**config.mk**
```make
export PLATFORM = sky130hd
export DESIGN_NAME = servo_angle_to_pwm_level_flat
export DESIGN_NICKNAME = d
export VERILOG_FILES = /design/src/sv/sapwm_pkg.sv /design/src/sv/sapwm_cmd_if.sv /design/src/sv/sapwm_lvl_if.sv /design/src/sv/sapwm_ctrl.sv /design/src/sv/sapwm_dp.sv /design/src/sv/servo_angle_to_pwm_level.sv /design/src/flat_wrapper.sv
export VERILOG_INCLUDE_DIRS = /design/src /design/src/sv
export SDC_FILE = /design/constraint.sdc
export NUM_CORES = 2
export LEC_CHECK = 0
export BUFFER_PORTS_ARGS = -buffer_cell sky130_fd_sc_hd__buf_2
export CAP_MARGIN = 20
export CORE_MARGIN = 2
export CORE_UTILIZATION = 48
export DETAILED_ROUTE_END_ITERATION = 16
export SLEW_MARGIN = 40
export SYNTH_ARGS = -nofsm -noshare
export SYNTH_HDL_FRONTEND = slang
export SYNTH_SLANG_ARGS = --single-unit
```
**constraint.sdc**
```tcl
create_clock -name clk -period 20 [get_ports clk]
set_input_delay 4 -clock clk [delete_from_list [all_inputs] [get_ports clk]]
set_output_delay 4 -clock clk [all_outputs]
set_load 0.1 [all_outputs]
```
**src/sv/servo_angle_to_pwm_level_assert.svh**
```systemverilog
// Assertion macros for the servo angle to PWM level block.
`ifndef SERVO_ANGLE_TO_PWM_LEVEL_ASSERT_SVH
`define SERVO_ANGLE_TO_PWM_LEVEL_ASSERT_SVH

// Same-cycle implication, sampled on clk, off while arst_n is low.
`define SAPWM_ASSERT_IMPLY(lbl, pre, post, msg) \
	lbl: assert property (@(posedge clk) disable iff (!arst_n) (pre) |-> (post)) \
		else $error(msg);

// Next-cycle implication, sampled on clk, off while arst_n is low.
`define SAPWM_ASSERT_NEXT(lbl, pre, post, msg) \
	lbl: assert property (@(posedge clk) disable iff (!arst_n) (pre) |=> (post)) \
		else $error(msg);

`endif

```
**src/sv/sapwm_pkg.sv**
```systemverilog
// Shared constants, codes and types of the servo angle to PWM level block.
package sapwm_pkg;

	localparam int NUM_SERVOS        = 3;
	localparam int DEFAULT_ANGLE_MAX = 18000;
	localparam int DEFAULT_PULSE_MIN = 1000;
	localparam int DEFAULT_PULSE_MAX = 2000;
	localparam int PULSE_FLOOR       = 500;
	localparam int PULSE_CEIL        = 2500;
	localparam int ANGLE_MIN_UNSET   = 0;
	localparam int FRAME_US          = 10000;
	localparam int LEVEL_MAX         = 65535;

	// field widths
	localparam int KIND_W  = 2;
	localparam int CH_W    = 2;
	localparam int ANGLE_W = 16;
	localparam int LEVEL_W = 16;
	localparam int CNT_W   = 2;
	localparam int IDX_W   = 2;
	localparam int SET_W   = 63;
	localparam int ACT_W   = 4;

	// datapath widths
	localparam int PULSE_W = 14;
	localparam int SPAN_W  = 16;
	localparam int PROD_W  = SPAN_W + PULSE_W;
	localparam int NUM_W   = PROD_W + 2;
	localparam int QUO_W   = 17;
	localparam int DVD_W   = NUM_W + 16;
	localparam int REM_W   = DVD_W - QUO_W;
	localparam int DIVC_W  = $clog2(QUO_W);

	// settings register layout
	localparam int AMIN_LSB      = 0;
	localparam int AMAX_LSB      = 16;
	localparam int PMIN_LSB      = 32;
	localparam int PMAX_LSB      = 46;
	localparam int SWAP_BIT      = 60;
	localparam int MIN_UNSET_BIT = 61;
	localparam int MAX_UNSET_BIT = 62;

	// register indexes
	localparam logic [IDX_W-1:0] REG_SERVO_COUNT   = 2'd0;
	localparam int               REG_SETTINGS_BASE = 1;

	// item kinds
	localparam logic [KIND_W-1:0] KIND_WRITE   = 2'd0;
	localparam logic [KIND_W-1:0] KIND_ENABLE  = 2'd1;
	localparam logic [KIND_W-1:0] KIND_REFRESH = 2'd2;

	typedef enum logic [2:0] {
		DP_NOP,
		DP_PREP,
		DP_MUL_A,
		DP_MUL_B,
		DP_MUL_D,
		DP_COMB,
		DP_DIV,
		DP_EMIT
	} dp_op_t;

	typedef enum logic [2:0] {
		ST_IDLE,
		ST_PREP,
		ST_MUL_A,
		ST_MUL_B,
		ST_MUL_D,
		ST_COMB,
		ST_DIV,
		ST_EMIT
	} ctl_state_t;

	typedef struct packed {
		dp_op_t          op;
		logic [CH_W-1:0] channel;
		logic            store_angle;
		logic            zero_level;
		logic            enabled;
		logic            last;
	} dp_cmd_t;

	typedef struct packed {
		logic out_free;
	} dp_status_t;

endpackage

```
**src/sv/sapwm_cmd_if.sv**
```systemverilog
// Input channel: one command word per handshake.
interface sapwm_cmd_if;
	logic                              valid;
	logic                              ready;
	logic [sapwm_pkg::KIND_W-1:0]      kind;
	logic [sapwm_pkg::CH_W-1:0]        servo_index;
	logic signed [sapwm_pkg::ANGLE_W-1:0] angle;
	logic                              enable_on;

	modport source (output valid, kind, servo_index, angle, enable_on, input ready);
	modport sink (input valid, kind, servo_index, angle, enable_on, output ready);
endinterface

```
**src/sv/sapwm_lvl_if.sv**
```systemverilog
// Output channel: one compare level word per handshake.
interface sapwm_lvl_if;
	logic                          valid;
	logic                          ready;
	logic [sapwm_pkg::CH_W-1:0]    channel;
	logic [sapwm_pkg::LEVEL_W-1:0] compare_level;
	logic                          outputs_enabled;
	logic                          last;

	modport source (output valid, channel, compare_level, outputs_enabled, last, input ready);
	modport sink (input valid, channel, compare_level, outputs_enabled, last, output ready);
endinterface

```
**src/sv/sapwm_ctrl.sv**
```systemverilog
// Controller: command decode, channel sequencing and datapath step control.
module sapwm_ctrl (
	input  logic                          clk,
	input  logic                          arst_n,
	sapwm_cmd_if.sink                     cmd,
	input  logic                          cfg_we,
	input  logic [sapwm_pkg::IDX_W-1:0]   cfg_index,
	input  logic [sapwm_pkg::CNT_W-1:0]   cfg_count,
	input  sapwm_pkg::dp_status_t         status,
	output sapwm_pkg::dp_cmd_t            dp_cmd
);

	sapwm_pkg::ctl_state_t            state_q, state_d;
	logic [sapwm_pkg::CNT_W-1:0]      count_q;
	logic                             on_q, on_d;
	logic [sapwm_pkg::CH_W-1:0]       ch_q, ch_d;
	logic                             run_all_q, run_all_d;
	logic                             zero_q, zero_d;
	logic [sapwm_pkg::DIVC_W-1:0]     div_cnt_q, div_cnt_d;
	logic [sapwm_pkg::ACT_W-1:0]      active;
	logic                             ch_last;
	logic                             en_req;

	assign active = ({2'b00, count_q} < sapwm_pkg::ACT_W'(sapwm_pkg::NUM_SERVOS))
		? {2'b00, count_q} : sapwm_pkg::ACT_W'(sapwm_pkg::NUM_SERVOS);
	assign ch_last = ({2'b00, ch_q} + 4'd1) == active;
	assign en_req  = cmd.enable_on && (active != '0);

	always_ff @(posedge clk or negedge arst_n) begin
		if (!arst_n) begin
			state_q   <= sapwm_pkg::ST_IDLE;
			count_q   <= 2'd3;
			on_q      <= 1'b0;
			ch_q      <= '0;
			run_all_q <= 1'b0;
			zero_q    <= 1'b0;
			div_cnt_q <= '0;
		end else begin
			state_q   <= state_d;
			on_q      <= on_d;
			ch_q      <= ch_d;
			run_all_q <= run_all_d;
			zero_q    <= zero_d;
			div_cnt_q <= div_cnt_d;
			if (cfg_we && cfg_index == sapwm_pkg::REG_SERVO_COUNT) begin
				count_q <= cfg_count;
			end
		end
	end

	always_comb begin
		state_d   = state_q;
		on_d      = on_q;
		ch_d      = ch_q;
		run_all_d = run_all_q;
		zero_d    = zero_q;
		div_cnt_d = div_cnt_q;
		cmd.ready = 1'b0;
		dp_cmd.op          = sapwm_pkg::DP_NOP;
		dp_cmd.channel     = ch_q;
		dp_cmd.store_angle = 1'b0;
		dp_cmd.zero_level  = zero_q;
		dp_cmd.enabled     = on_q;
		dp_cmd.last        = !run_all_q || ch_last;

		unique case (state_q)
			sapwm_pkg::ST_IDLE: begin
				cmd.ready = 1'b1;
				if (cmd.valid) begin
					case (cmd.kind)
						sapwm_pkg::KIND_WRITE: begin
							if ({2'b00, cmd.servo_index} < active) begin
								dp_cmd.store_angle = 1'b1;
								dp_cmd.channel     = cmd.servo_index;
								if (on_q) begin
									ch_d      = cmd.servo_index;
									run_all_d = 1'b0;
									zero_d    = 1'b0;
									state_d   = sapwm_pkg::ST_PREP;
								end
							end
						end
						sapwm_pkg::KIND_ENABLE: begin
							on_d = en_req;
							if (active != '0) begin
								ch_d      = '0;
								run_all_d = 1'b1;
								zero_d    = !en_req;
								state_d   = en_req ? sapwm_pkg::ST_PREP : sapwm_pkg::ST_EMIT;
							end
						end
						sapwm_pkg::KIND_REFRESH: begin
							if (on_q && active != '0) begin
								ch_d      = '0;
								run_all_d = 1'b1;
								zero_d    = 1'b0;
								state_d   = sapwm_pkg::ST_PREP;
							end
						end
						default: begin
							// unknown kind: drop
						end
					endcase
				end
			end
			sapwm_pkg::ST_PREP: begin
				dp_cmd.op = sapwm_pkg::DP_PREP;
				state_d   = sapwm_pkg::ST_MUL_A;
			end
			sapwm_pkg::ST_MUL_A: begin
				dp_cmd.op = sapwm_pkg::DP_MUL_A;
				state_d   = sapwm_pkg::ST_MUL_B;
			end
			sapwm_pkg::ST_MUL_B: begin
				dp_cmd.op = sapwm_pkg::DP_MUL_B;
				state_d   = sapwm_pkg::ST_MUL_D;
			end
			sapwm_pkg::ST_MUL_D: begin
				dp_cmd.op = sapwm_pkg::DP_MUL_D;
				state_d   = sapwm_pkg::ST_COMB;
			end
			sapwm_pkg::ST_COMB: begin
				dp_cmd.op = sapwm_pkg::DP_COMB;
				div_cnt_d = '0;
				state_d   = sapwm_pkg::ST_DIV;
			end
			sapwm_pkg::ST_DIV: begin
				dp_cmd.op = sapwm_pkg::DP_DIV;
				div_cnt_d = div_cnt_q + 1'b1;
				if (div_cnt_q == sapwm_pkg::DIVC_W'(sapwm_pkg::QUO_W - 1)) begin
					state_d = sapwm_pkg::ST_EMIT;
				end
			end
			sapwm_pkg::ST_EMIT: begin
				// hold until the output register can take the word
				if (status.out_free) begin
					dp_cmd.op = sapwm_pkg::DP_EMIT;
					if (!run_all_q || ch_last) begin
						state_d = sapwm_pkg::ST_IDLE;
					end else begin
						ch_d    = ch_q + 1'b1;
						state_d = zero_q ? sapwm_pkg::ST_EMIT : sapwm_pkg::ST_PREP;
					end
				end
			end
			default: begin
				state_d = sapwm_pkg::ST_IDLE;
			end
		endcase
	end

endmodule

```
**src/sv/sapwm_dp.sv**
```systemverilog
// Datapath: settings and angle storage, level arithmetic and output register.
module sapwm_dp (
	input  logic                                 clk,
	input  logic                                 arst_n,
	input  logic                                 cfg_we,
	input  logic [sapwm_pkg::IDX_W-1:0]          cfg_index,
	input  logic [sapwm_pkg::SET_W-1:0]          cfg_data,
	input  logic signed [sapwm_pkg::ANGLE_W-1:0] angle,
	input  sapwm_pkg::dp_cmd_t                   dp_cmd,
	output sapwm_pkg::dp_status_t                status,
	sapwm_lvl_if.source                          lvl
);

	logic [sapwm_pkg::SET_W-1:0]          settings_q   [sapwm_pkg::NUM_SERVOS];
	logic signed [sapwm_pkg::ANGLE_W-1:0] last_angle_q [sapwm_pkg::NUM_SERVOS];

	// prep stage
	logic [sapwm_pkg::SET_W-1:0]          r;
	logic signed [sapwm_pkg::ANGLE_W-1:0] a, mn_raw, mx_raw, mn, mx, ac;
	logic signed [sapwm_pkg::ANGLE_W:0]   span_w, pos_w;
	logic [sapwm_pkg::PULSE_W-1:0]        pmin_r, pmax_r, pmin, pmax;
	logic                                 bad_pulse;
	logic [sapwm_pkg::SPAN_W-1:0]         span, pos;

	logic [sapwm_pkg::SPAN_W-1:0]  span_q, pos_q;
	logic [sapwm_pkg::PULSE_W-1:0] base_q, diff_q;
	logic                          swap_q;

	// shared multiplier
	logic [sapwm_pkg::SPAN_W-1:0]  mul_x;
	logic [sapwm_pkg::PULSE_W-1:0] mul_y;
	logic [sapwm_pkg::PROD_W-1:0]  product;
	logic [sapwm_pkg::PROD_W-1:0]  prod_a_q, prod_b_q, den_q;

	// combine and divide
	logic signed [sapwm_pkg::NUM_W-1:0] num;
	logic [sapwm_pkg::DVD_W-1:0]        dividend;
	logic                               nonpos_q;
	logic [sapwm_pkg::REM_W-1:0]        rem_q;
	logic [sapwm_pkg::QUO_W-1:0]        low_q;
	logic [sapwm_pkg::REM_W:0]          trial;
	logic [sapwm_pkg::REM_W:0]          den_x;
	logic                               ge;
	logic [sapwm_pkg::REM_W-1:0]        rem_next;
	logic [sapwm_pkg::LEVEL_W-1:0]      level;

	logic                              out_valid_q;
	logic [sapwm_pkg::CH_W-1:0]        out_ch_q;
	logic [sapwm_pkg::LEVEL_W-1:0]     out_level_q;
	logic                              out_en_q;
	logic                              out_last_q;

	for (genvar s = 0; s < sapwm_pkg::NUM_SERVOS; s++) begin : g_store
		always_ff @(posedge clk or negedge arst_n) begin
			if (!arst_n) begin
				settings_q[s]   <= '0;
				last_angle_q[s] <= '0;
			end else begin
				if (cfg_we && int'(cfg_index) == sapwm_pkg::REG_SETTINGS_BASE + s) begin
					settings_q[s] <= cfg_data;
				end
				if (dp_cmd.store_angle && int'(dp_cmd.channel) == s) begin
					last_angle_q[s] <= angle;
				end
			end
		end
	end

	always_comb begin
		r      = settings_q[dp_cmd.channel];
		a      = last_angle_q[dp_cmd.channel];
		mn_raw = r[sapwm_pkg::MIN_UNSET_BIT] ? sapwm_pkg::ANGLE_W'(sapwm_pkg::ANGLE_MIN_UNSET)
			: signed'(r[sapwm_pkg::AMIN_LSB +: sapwm_pkg::ANGLE_W]);
		mx_raw = r[sapwm_pkg::MAX_UNSET_BIT] ? sapwm_pkg::ANGLE_W'(sapwm_pkg::DEFAULT_ANGLE_MAX)
			: signed'(r[sapwm_pkg::AMAX_LSB +: sapwm_pkg::ANGLE_W]);
		// swap reversed limits
		mn = (mx_raw < mn_raw) ? mx_raw : mn_raw;
		mx = (mx_raw < mn_raw) ? mn_raw : mx_raw;
		ac = (a < mn) ? mn : ((a > mx) ? mx : a);
		pmin_r = r[sapwm_pkg::PMIN_LSB +: sapwm_pkg::PULSE_W];
		pmax_r = r[sapwm_pkg::PMAX_LSB +: sapwm_pkg::PULSE_W];
		bad_pulse = (pmin_r < sapwm_pkg::PULSE_W'(sapwm_pkg::PULSE_FLOOR))
			|| (pmax_r > sapwm_pkg::PULSE_W'(sapwm_pkg::PULSE_CEIL))
			|| (pmin_r >= pmax_r);
		pmin = bad_pulse ? sapwm_pkg::PULSE_W'(sapwm_pkg::DEFAULT_PULSE_MIN) : pmin_r;
		pmax = bad_pulse ? sapwm_pkg::PULSE_W'(sapwm_pkg::DEFAULT_PULSE_MAX) : pmax_r;
		span_w = (sapwm_pkg::ANGLE_W + 1)'(mx) - (sapwm_pkg::ANGLE_W + 1)'(mn);
		pos_w  = (sapwm_pkg::ANGLE_W + 1)'(ac) - (sapwm_pkg::ANGLE_W + 1)'(mn);
		span   = span_w[sapwm_pkg::SPAN_W-1:0];
		pos    = pos_w[sapwm_pkg::SPAN_W-1:0];
		// equal limits map every angle to the start of the range
		if (span == '0) begin
			span = sapwm_pkg::SPAN_W'(1);
			pos  = '0;
		end
	end

	always_comb begin
		unique case (dp_cmd.op)
			sapwm_pkg::DP_MUL_A: begin
				mul_x = span_q;
				mul_y = base_q;
			end
			sapwm_pkg::DP_MUL_B: begin
				mul_x = pos_q;
				mul_y = diff_q;
			end
			default: begin
				mul_x = span_q;
				mul_y = sapwm_pkg::PULSE_W'(sapwm_pkg::FRAME_US);
			end
		endcase
		product = sapwm_pkg::PROD_W'(mul_x) * sapwm_pkg::PROD_W'(mul_y);
	end

	always_comb begin
		if (swap_q) begin
			num = sapwm_pkg::NUM_W'(prod_a_q) - sapwm_pkg::NUM_W'(prod_b_q);
		end else begin
			num = sapwm_pkg::NUM_W'(prod_a_q) + sapwm_pkg::NUM_W'(prod_b_q);
		end
		// round to nearest: add half the divisor
		dividend = {num, 16'd0}
			+ sapwm_pkg::DVD_W'(den_q >> 1);
		trial    = {rem_q, low_q[sapwm_pkg::QUO_W-1]};
		den_x    = (sapwm_pkg::REM_W + 1)'(den_q);
		ge       = trial >= den_x;
		rem_next = ge ? sapwm_pkg::REM_W'(trial - den_x) : trial[sapwm_pkg::REM_W-1:0];
		if (dp_cmd.zero_level || nonpos_q) begin
			level = '0;
		end else if (low_q > sapwm_pkg::QUO_W'(sapwm_pkg::LEVEL_MAX)) begin
			level = sapwm_pkg::LEVEL_W'(sapwm_pkg::LEVEL_MAX);
		end else begin
			level = low_q[sapwm_pkg::LEVEL_W-1:0];
		end
	end

	always_ff @(posedge clk) begin
		unique case (dp_cmd.op)
			sapwm_pkg::DP_PREP: begin
				span_q <= span;
				pos_q  <= pos;
				diff_q <= pmax - pmin;
				base_q <= r[sapwm_pkg::SWAP_BIT] ? pmax : pmin;
				swap_q <= r[sapwm_pkg::SWAP_BIT];
			end
			sapwm_pkg::DP_MUL_A: prod_a_q <= product;
			sapwm_pkg::DP_MUL_B: prod_b_q <= product;
			sapwm_pkg::DP_MUL_D: den_q <= product;
			sapwm_pkg::DP_COMB: begin
				nonpos_q <= num[sapwm_pkg::NUM_W-1] || (num == '0);
				rem_q    <= dividend[sapwm_pkg::DVD_W-1:sapwm_pkg::QUO_W];
				low_q    <= dividend[sapwm_pkg::QUO_W-1:0];
			end
			sapwm_pkg::DP_DIV: begin
				rem_q <= rem_next;
				low_q <= {low_q[sapwm_pkg::QUO_W-2:0], ge};
			end
			sapwm_pkg::DP_EMIT: begin
				out_ch_q    <= dp_cmd.channel;
				out_level_q <= level;
				out_en_q    <= dp_cmd.enabled;
				out_last_q  <= dp_cmd.last;
			end
			default: begin
			end
		endcase
	end

	always_ff @(posedge clk or negedge arst_n) begin
		if (!arst_n) begin
			out_valid_q <= 1'b0;
		end else if (dp_cmd.op == sapwm_pkg::DP_EMIT) begin
			out_valid_q <= 1'b1;
		end else if (lvl.ready) begin
			out_valid_q <= 1'b0;
		end
	end

	assign status.out_free    = !out_valid_q || lvl.ready;
	assign lvl.valid          = out_valid_q;
	assign lvl.channel        = out_ch_q;
	assign lvl.compare_level  = out_level_q;
	assign lvl.outputs_enabled = out_en_q;
	assign lvl.last           = out_last_q;

endmodule

```
**src/sv/servo_angle_to_pwm_level.sv**
```systemverilog
// Servo angle to PWM compare level: top level.
//
// cmd carries one command word per handshake: an angle write for one servo,
// an outputs on/off request, or a refresh of all active servos. lvl carries
// compare level words (channel, level, outputs flag, last marker); a command
// yields zero to three words, last set on the final one.
// Configuration (servo count, per-servo settings) is written through cfg_we /
// cfg_index / cfg_data while the block is idle; the user must keep to this, the block does not check it.
// Each computed level passes, in order: limit and pulse-range decode, the
// products on the shared 16x14 multiplier, a combine step, the radix-2
// restoring divider for a 17-bit quotient, then the output register. An off
// request emits its zero levels one per cycle while lvl is ready.
// A new command is taken once the previous one has queued its last word, so
// the last word may still wait in the output register. If lvl stalls, the
// controller holds at the emit step and cmd stays not ready.
// Reset clears outputs-on, all stored angles and settings, sets the servo
// count to three and empties the output register.
module servo_angle_to_pwm_level (
	input  logic                          clk,
	input  logic                          arst_n,
	sapwm_cmd_if.sink                     cmd,
	sapwm_lvl_if.source                   lvl,
	input  logic                          cfg_we,
	input  logic [sapwm_pkg::IDX_W-1:0]   cfg_index,
	input  logic [sapwm_pkg::SET_W-1:0]   cfg_data
);

	`include "servo_angle_to_pwm_level_assert.svh"

	sapwm_pkg::dp_cmd_t    dp_cmd;
	sapwm_pkg::dp_status_t status;

	sapwm_ctrl u_ctrl (
		.clk       (clk),
		.arst_n    (arst_n),
		.cmd       (cmd),
		.cfg_we    (cfg_we),
		.cfg_index (cfg_index),
		.cfg_count (cfg_data[sapwm_pkg::CNT_W-1:0]),
		.status    (status),
		.dp_cmd    (dp_cmd)
	);

	sapwm_dp u_dp (
		.clk       (clk),
		.arst_n    (arst_n),
		.cfg_we    (cfg_we),
		.cfg_index (cfg_index),
		.cfg_data  (cfg_data),
		.angle     (cmd.angle),
		.dp_cmd    (dp_cmd),
		.status    (status),
		.lvl       (lvl)
	);

	`SAPWM_ASSERT_IMPLY(a_off_is_zero, lvl.valid && !lvl.outputs_enabled, lvl.compare_level == '0, "level must be zero while outputs are off")
	`SAPWM_ASSERT_IMPLY(a_channel_range, lvl.valid, int'(lvl.channel) < sapwm_pkg::NUM_SERVOS, "channel beyond servo count")
	`SAPWM_ASSERT_NEXT(a_emit_loads, dp_cmd.op == sapwm_pkg::DP_EMIT, lvl.valid, "emitted word not presented")

endmodule

```
**src/flat_wrapper.sv**
```systemverilog
// flat-port wrapper written by rule: the top's interface ports become plain ports
module servo_angle_to_pwm_level_flat 
  (clk, arst_n, cfg_we, cfg_index, cfg_data, cmd_valid, cmd_kind, cmd_servo_index, cmd_angle, cmd_enable_on, cmd_ready, lvl_valid, lvl_channel, lvl_compare_level, lvl_outputs_enabled, lvl_last, lvl_ready);
  sapwm_cmd_if cmd_i ();
  sapwm_lvl_if lvl_i ();
  input  logic clk;
  input  logic arst_n;
  input  logic cfg_we;
  input  logic [sapwm_pkg::IDX_W-1:0] cfg_index;
  input  logic [sapwm_pkg::SET_W-1:0] cfg_data;
  input wire logic [$bits(cmd_i.valid)-1:0] cmd_valid;
  input wire logic [$bits(cmd_i.kind)-1:0] cmd_kind;
  input wire logic [$bits(cmd_i.servo_index)-1:0] cmd_servo_index;
  input wire logic [$bits(cmd_i.angle)-1:0] cmd_angle;
  input wire logic [$bits(cmd_i.enable_on)-1:0] cmd_enable_on;
  output wire logic [$bits(cmd_i.ready)-1:0] cmd_ready;
  output wire logic [$bits(lvl_i.valid)-1:0] lvl_valid;
  output wire logic [$bits(lvl_i.channel)-1:0] lvl_channel;
  output wire logic [$bits(lvl_i.compare_level)-1:0] lvl_compare_level;
  output wire logic [$bits(lvl_i.outputs_enabled)-1:0] lvl_outputs_enabled;
  output wire logic [$bits(lvl_i.last)-1:0] lvl_last;
  input wire logic [$bits(lvl_i.ready)-1:0] lvl_ready;
  assign cmd_i.valid = cmd_valid;
  assign cmd_i.kind = cmd_kind;
  assign cmd_i.servo_index = cmd_servo_index;
  assign cmd_i.angle = cmd_angle;
  assign cmd_i.enable_on = cmd_enable_on;
  assign cmd_ready = cmd_i.ready;
  assign lvl_valid = lvl_i.valid;
  assign lvl_channel = lvl_i.channel;
  assign lvl_compare_level = lvl_i.compare_level;
  assign lvl_outputs_enabled = lvl_i.outputs_enabled;
  assign lvl_last = lvl_i.last;
  assign lvl_i.ready = lvl_ready;
  servo_angle_to_pwm_level u_core (.clk(clk), .arst_n(arst_n), .cmd(cmd_i), .lvl(lvl_i), .cfg_we(cfg_we), .cfg_index(cfg_index), .cfg_data(cfg_data));
endmodule
```
==> impl_metrics.env <==
export IMPL_outcome="completed"
export IMPL_final_nets=4434
export IMPL_syn_mean_instance_area_sq_um=9.753
export IMPL_min_period_ps=14570
export IMPL_fin_setup_tns_ps=0
export IMPL_fmax_mhz=68.63
export IMPL_synth_area_sq_um=37430
export IMPL_die_w_um=283.3
export IMPL_wl_mm=94.27
export IMPL_die_y_um=283.3
export IMPL_yosysTopAreaCell="edfxtp_1"
export IMPL_yosysUniqueCellTypes=84
export IMPL_cts_tree="done"
export IMPL_area_growth_pct=9.115
export IMPL_ys_ff_latch=473
export IMPL_worstRegToRegCells=45
export IMPL_holdPathEnd="u_core.u_dp.settings_q[70]"
export IMPL_drv_slew=0
export IMPL_viasPerCell=5.606
export IMPL_post_cts_buffers=0
export IMPL_critical_path_class="primary input to register"
export IMPL_timing_final_crit_share_pct=72.85
export IMPL_dr_pass1_iters=5
export IMPL_dpl_hpwl_mm=71.58
export IMPL_r2r_start="u_core.u_ctrl.state_q[0]"
export IMPL_worstHoldStart="u_core.u_dp.settings_q[70]"
export IMPL_cts_htree_levels=2
export IMPL_path_clk_slew_ps=60
export IMPL_crit_start="cmd_servo_index[0]"
export IMPL_drt_iter0_markers=1673
export IMPL_async_reset_ff_share_pct=53.49
export IMPL_num_vias=27812
export IMPL_synth_commonest_cells="nand2_1 (411), inv_1 (346), ha_1 (295)"
export IMPL_cts_root_buf="clkbuf_16"
export IMPL_place_gp_congestion=0.9063
export IMPL_yosysSeqAreaShare_pct=34.57
export IMPL_overflow=0
export IMPL_fin_worst_skew_ps=22.54
export IMPL_rsz0062_at_grt="false"
export IMPL_ant_nets=0
export IMPL_hp_class="register to register"
export IMPL_path_max_fanout=46
export IMPL_wire_per_inst_um=19.00
export IMPL_synth_ff_type="dfrtp_1"
export IMPL_cts_hold_buf=0
export IMPL_r2r_slack_ps=8440
export IMPL_cts_resized=0
export IMPL_cts_buffers_inserted=54
export IMPL_core_area_sq_um=77340
export IMPL_final_util_pct=52.81
export IMPL_setup_viol=0
export IMPL_tightest_slew_ps=900.5
export IMPL_hold_path_cell_count=1
export IMPL_grt_max_degree=82
export IMPL_r2r_end="u_core.u_dp.pos_q[14]"
export IMPL_synthMostInstantiatedCell="nand2_1"
export IMPL_drc=0
export IMPL_drive_above_1_share_pct=14.26
export IMPL_die_area_sq_um=80230
export IMPL_max_slew_margin_rel_pct=38.25
export IMPL_crit_path_top_delay_cell="buf_4"
export IMPL_grt_total_usage_pct=23.41
export IMPL_clockBufferDepth=3
export IMPL_core_rowCount=102
export IMPL_start_kind="primary input"
export IMPL_synth_top_area_share_pct=17.65
export IMPL_ys_top_cells_by_area="edfxtp_1 (18%), dfrtp_1 (17%), ha_1 (9.9%)"
export IMPL_cp_arrival_ps=14920
export IMPL_ys_warn_count=0
export IMPL_start_util_pct=48.40
export IMPL_end_kind="register"
export IMPL_max_stage_delay_ps=560
export IMPL_syn_inst=3838
export IMPL_final_hold_viol_count=0
export IMPL_clock_latency_ps=620
export IMPL_cp_common_cell="o21ai_0"
export IMPL_grt_pass1_vias=27591
export IMPL_synth_nets=4395
export IMPL_cts_sinks=473
export IMPL_antenna_found_initial=3
export IMPL_portBuffers=112
export IMPL_crit_required_ps=20350
export IMPL_grt_pass1_wl_mm=151.8
export IMPL_synth_edf_count=220
export IMPL_drv_cap=0
export IMPL_io_pins=113
==> final cells by class <==
type                            instances  area (sq um)
Clock buffer                           62          1424
Antenna cell                            2         5.005
Inverter                              348          1309
Multi-Input combinational cell       2849         22650
Fill cell                            7136         36500
Sequential cell                       473         12940
Timing Repair Buffer                  151         907.1
Tap cell                             1040          1301
Clock inverter                         36         305.3
==> cell usage in the layout (no fill, tap or decap), types with 89 or more instances in the layout <==
| master | instances |
|---|---|
| nand2_1 | 409 |
| inv_1 | 344 |
| ha_1 | 295 |
| dfrtp_1 | 250 |
| nor2_1 | 249 |
| mux2_2 | 245 |
| o21ai_0 | 241 |
| edfxtp_1 | 220 |
| a21oi_1 | 192 |
| fa_1 | 171 |
| mux2i_1 | 113 |
| buf_2 | 111 |
| xnor2_1 | 89 |
==> critical path: cells and delay by family <==
kind	cells	cell delay [ps]
adders and majority gates	3	1020
AOI/OAI and AO/OA	26	5260
buffers and inverters	8	2610
muxes	1	300
and+or+nand+nor	9	1640
==> flip-flops by register name, indices dropped and copies added (netlist names), 3 cells and up <==
signal and flops:
u_core.u_dp.base_q 14, u_core.u_ctrl.state_q 3, u_core.u_dp.last_angle_q 48, u_core.u_dp.pos_q 16
u_core.u_dp.rem_q 31, u_core.u_dp.prod_a_q 30, u_core.u_dp.den_q 30, u_core.u_dp.settings_q 189
u_core.u_ctrl.div_cnt_q 5, u_core.u_dp.span_q 16, u_core.u_dp.prod_b_q 30, u_core.u_dp.lvl.compare_level 16
u_core.u_dp.diff_q 14, u_core.u_dp.low_q 17
==> cell families after synthesis <==
group / count (synthesis) / synth area share [%]
xor+xnor: 122 / 2.855
fa+ha+maj: 466 / 19.01
other cells: 1 / 0.01002
compound gates: 825 / 14.19
buf+inv: 516 / 5.255
flops: 473 / 34.57
simple gates: 1072 / 13.54
mux: 363 / 10.57
==> worst max path at each step <==
stage,endpoint,slack (ps),depth (start not counted)
after CTS,u_core.u_dp.pos_q[14],5520,47
after global routing,u_core.u_dp.pos_q[14],4350,47
after global placement,u_core.u_dp.pos_q[14],5050,42
after detailed placement,u_core.u_dp.pos_q[14],4890,47
final,u_core.u_dp.pos_q[14],5430,47
after floorplan,u_core.u_dp.pos_q[14],6520,47
==> per-stage QoR <==
stage | hold slack [ps] | setup slack (ps) | cells | instance area, sq um
finish | 496.9 | 5430 | 4961 | 40840
CTS | 498.7 | 5515 | 4959 | 40820
detailed placement | 484.4 | 4887 | 4861 | 39090
global placement | 477.9 | 5046 | 4857 | 39000
floorplan | 456.9 | 6515 | 3838 | 37430
global route | 511.7 | 4355 | 4961 | 40840
==> layer usage <==
layer | vias up | track usage, % | part of all wire [%]
met5 | - | 0 | 0
met4 | 0 | 7.619 | 3.5
met3 | 163 | 2.786 | 4.0
met2 | 567 | 39.41 | 47
met1 | 13561 | 31.47 | 45
li1 | 13521 | - | -
Power is left out: the tool's default activity adds up to more than one toggle a clock period on the data nets, which glitch-free logic cannot reach.
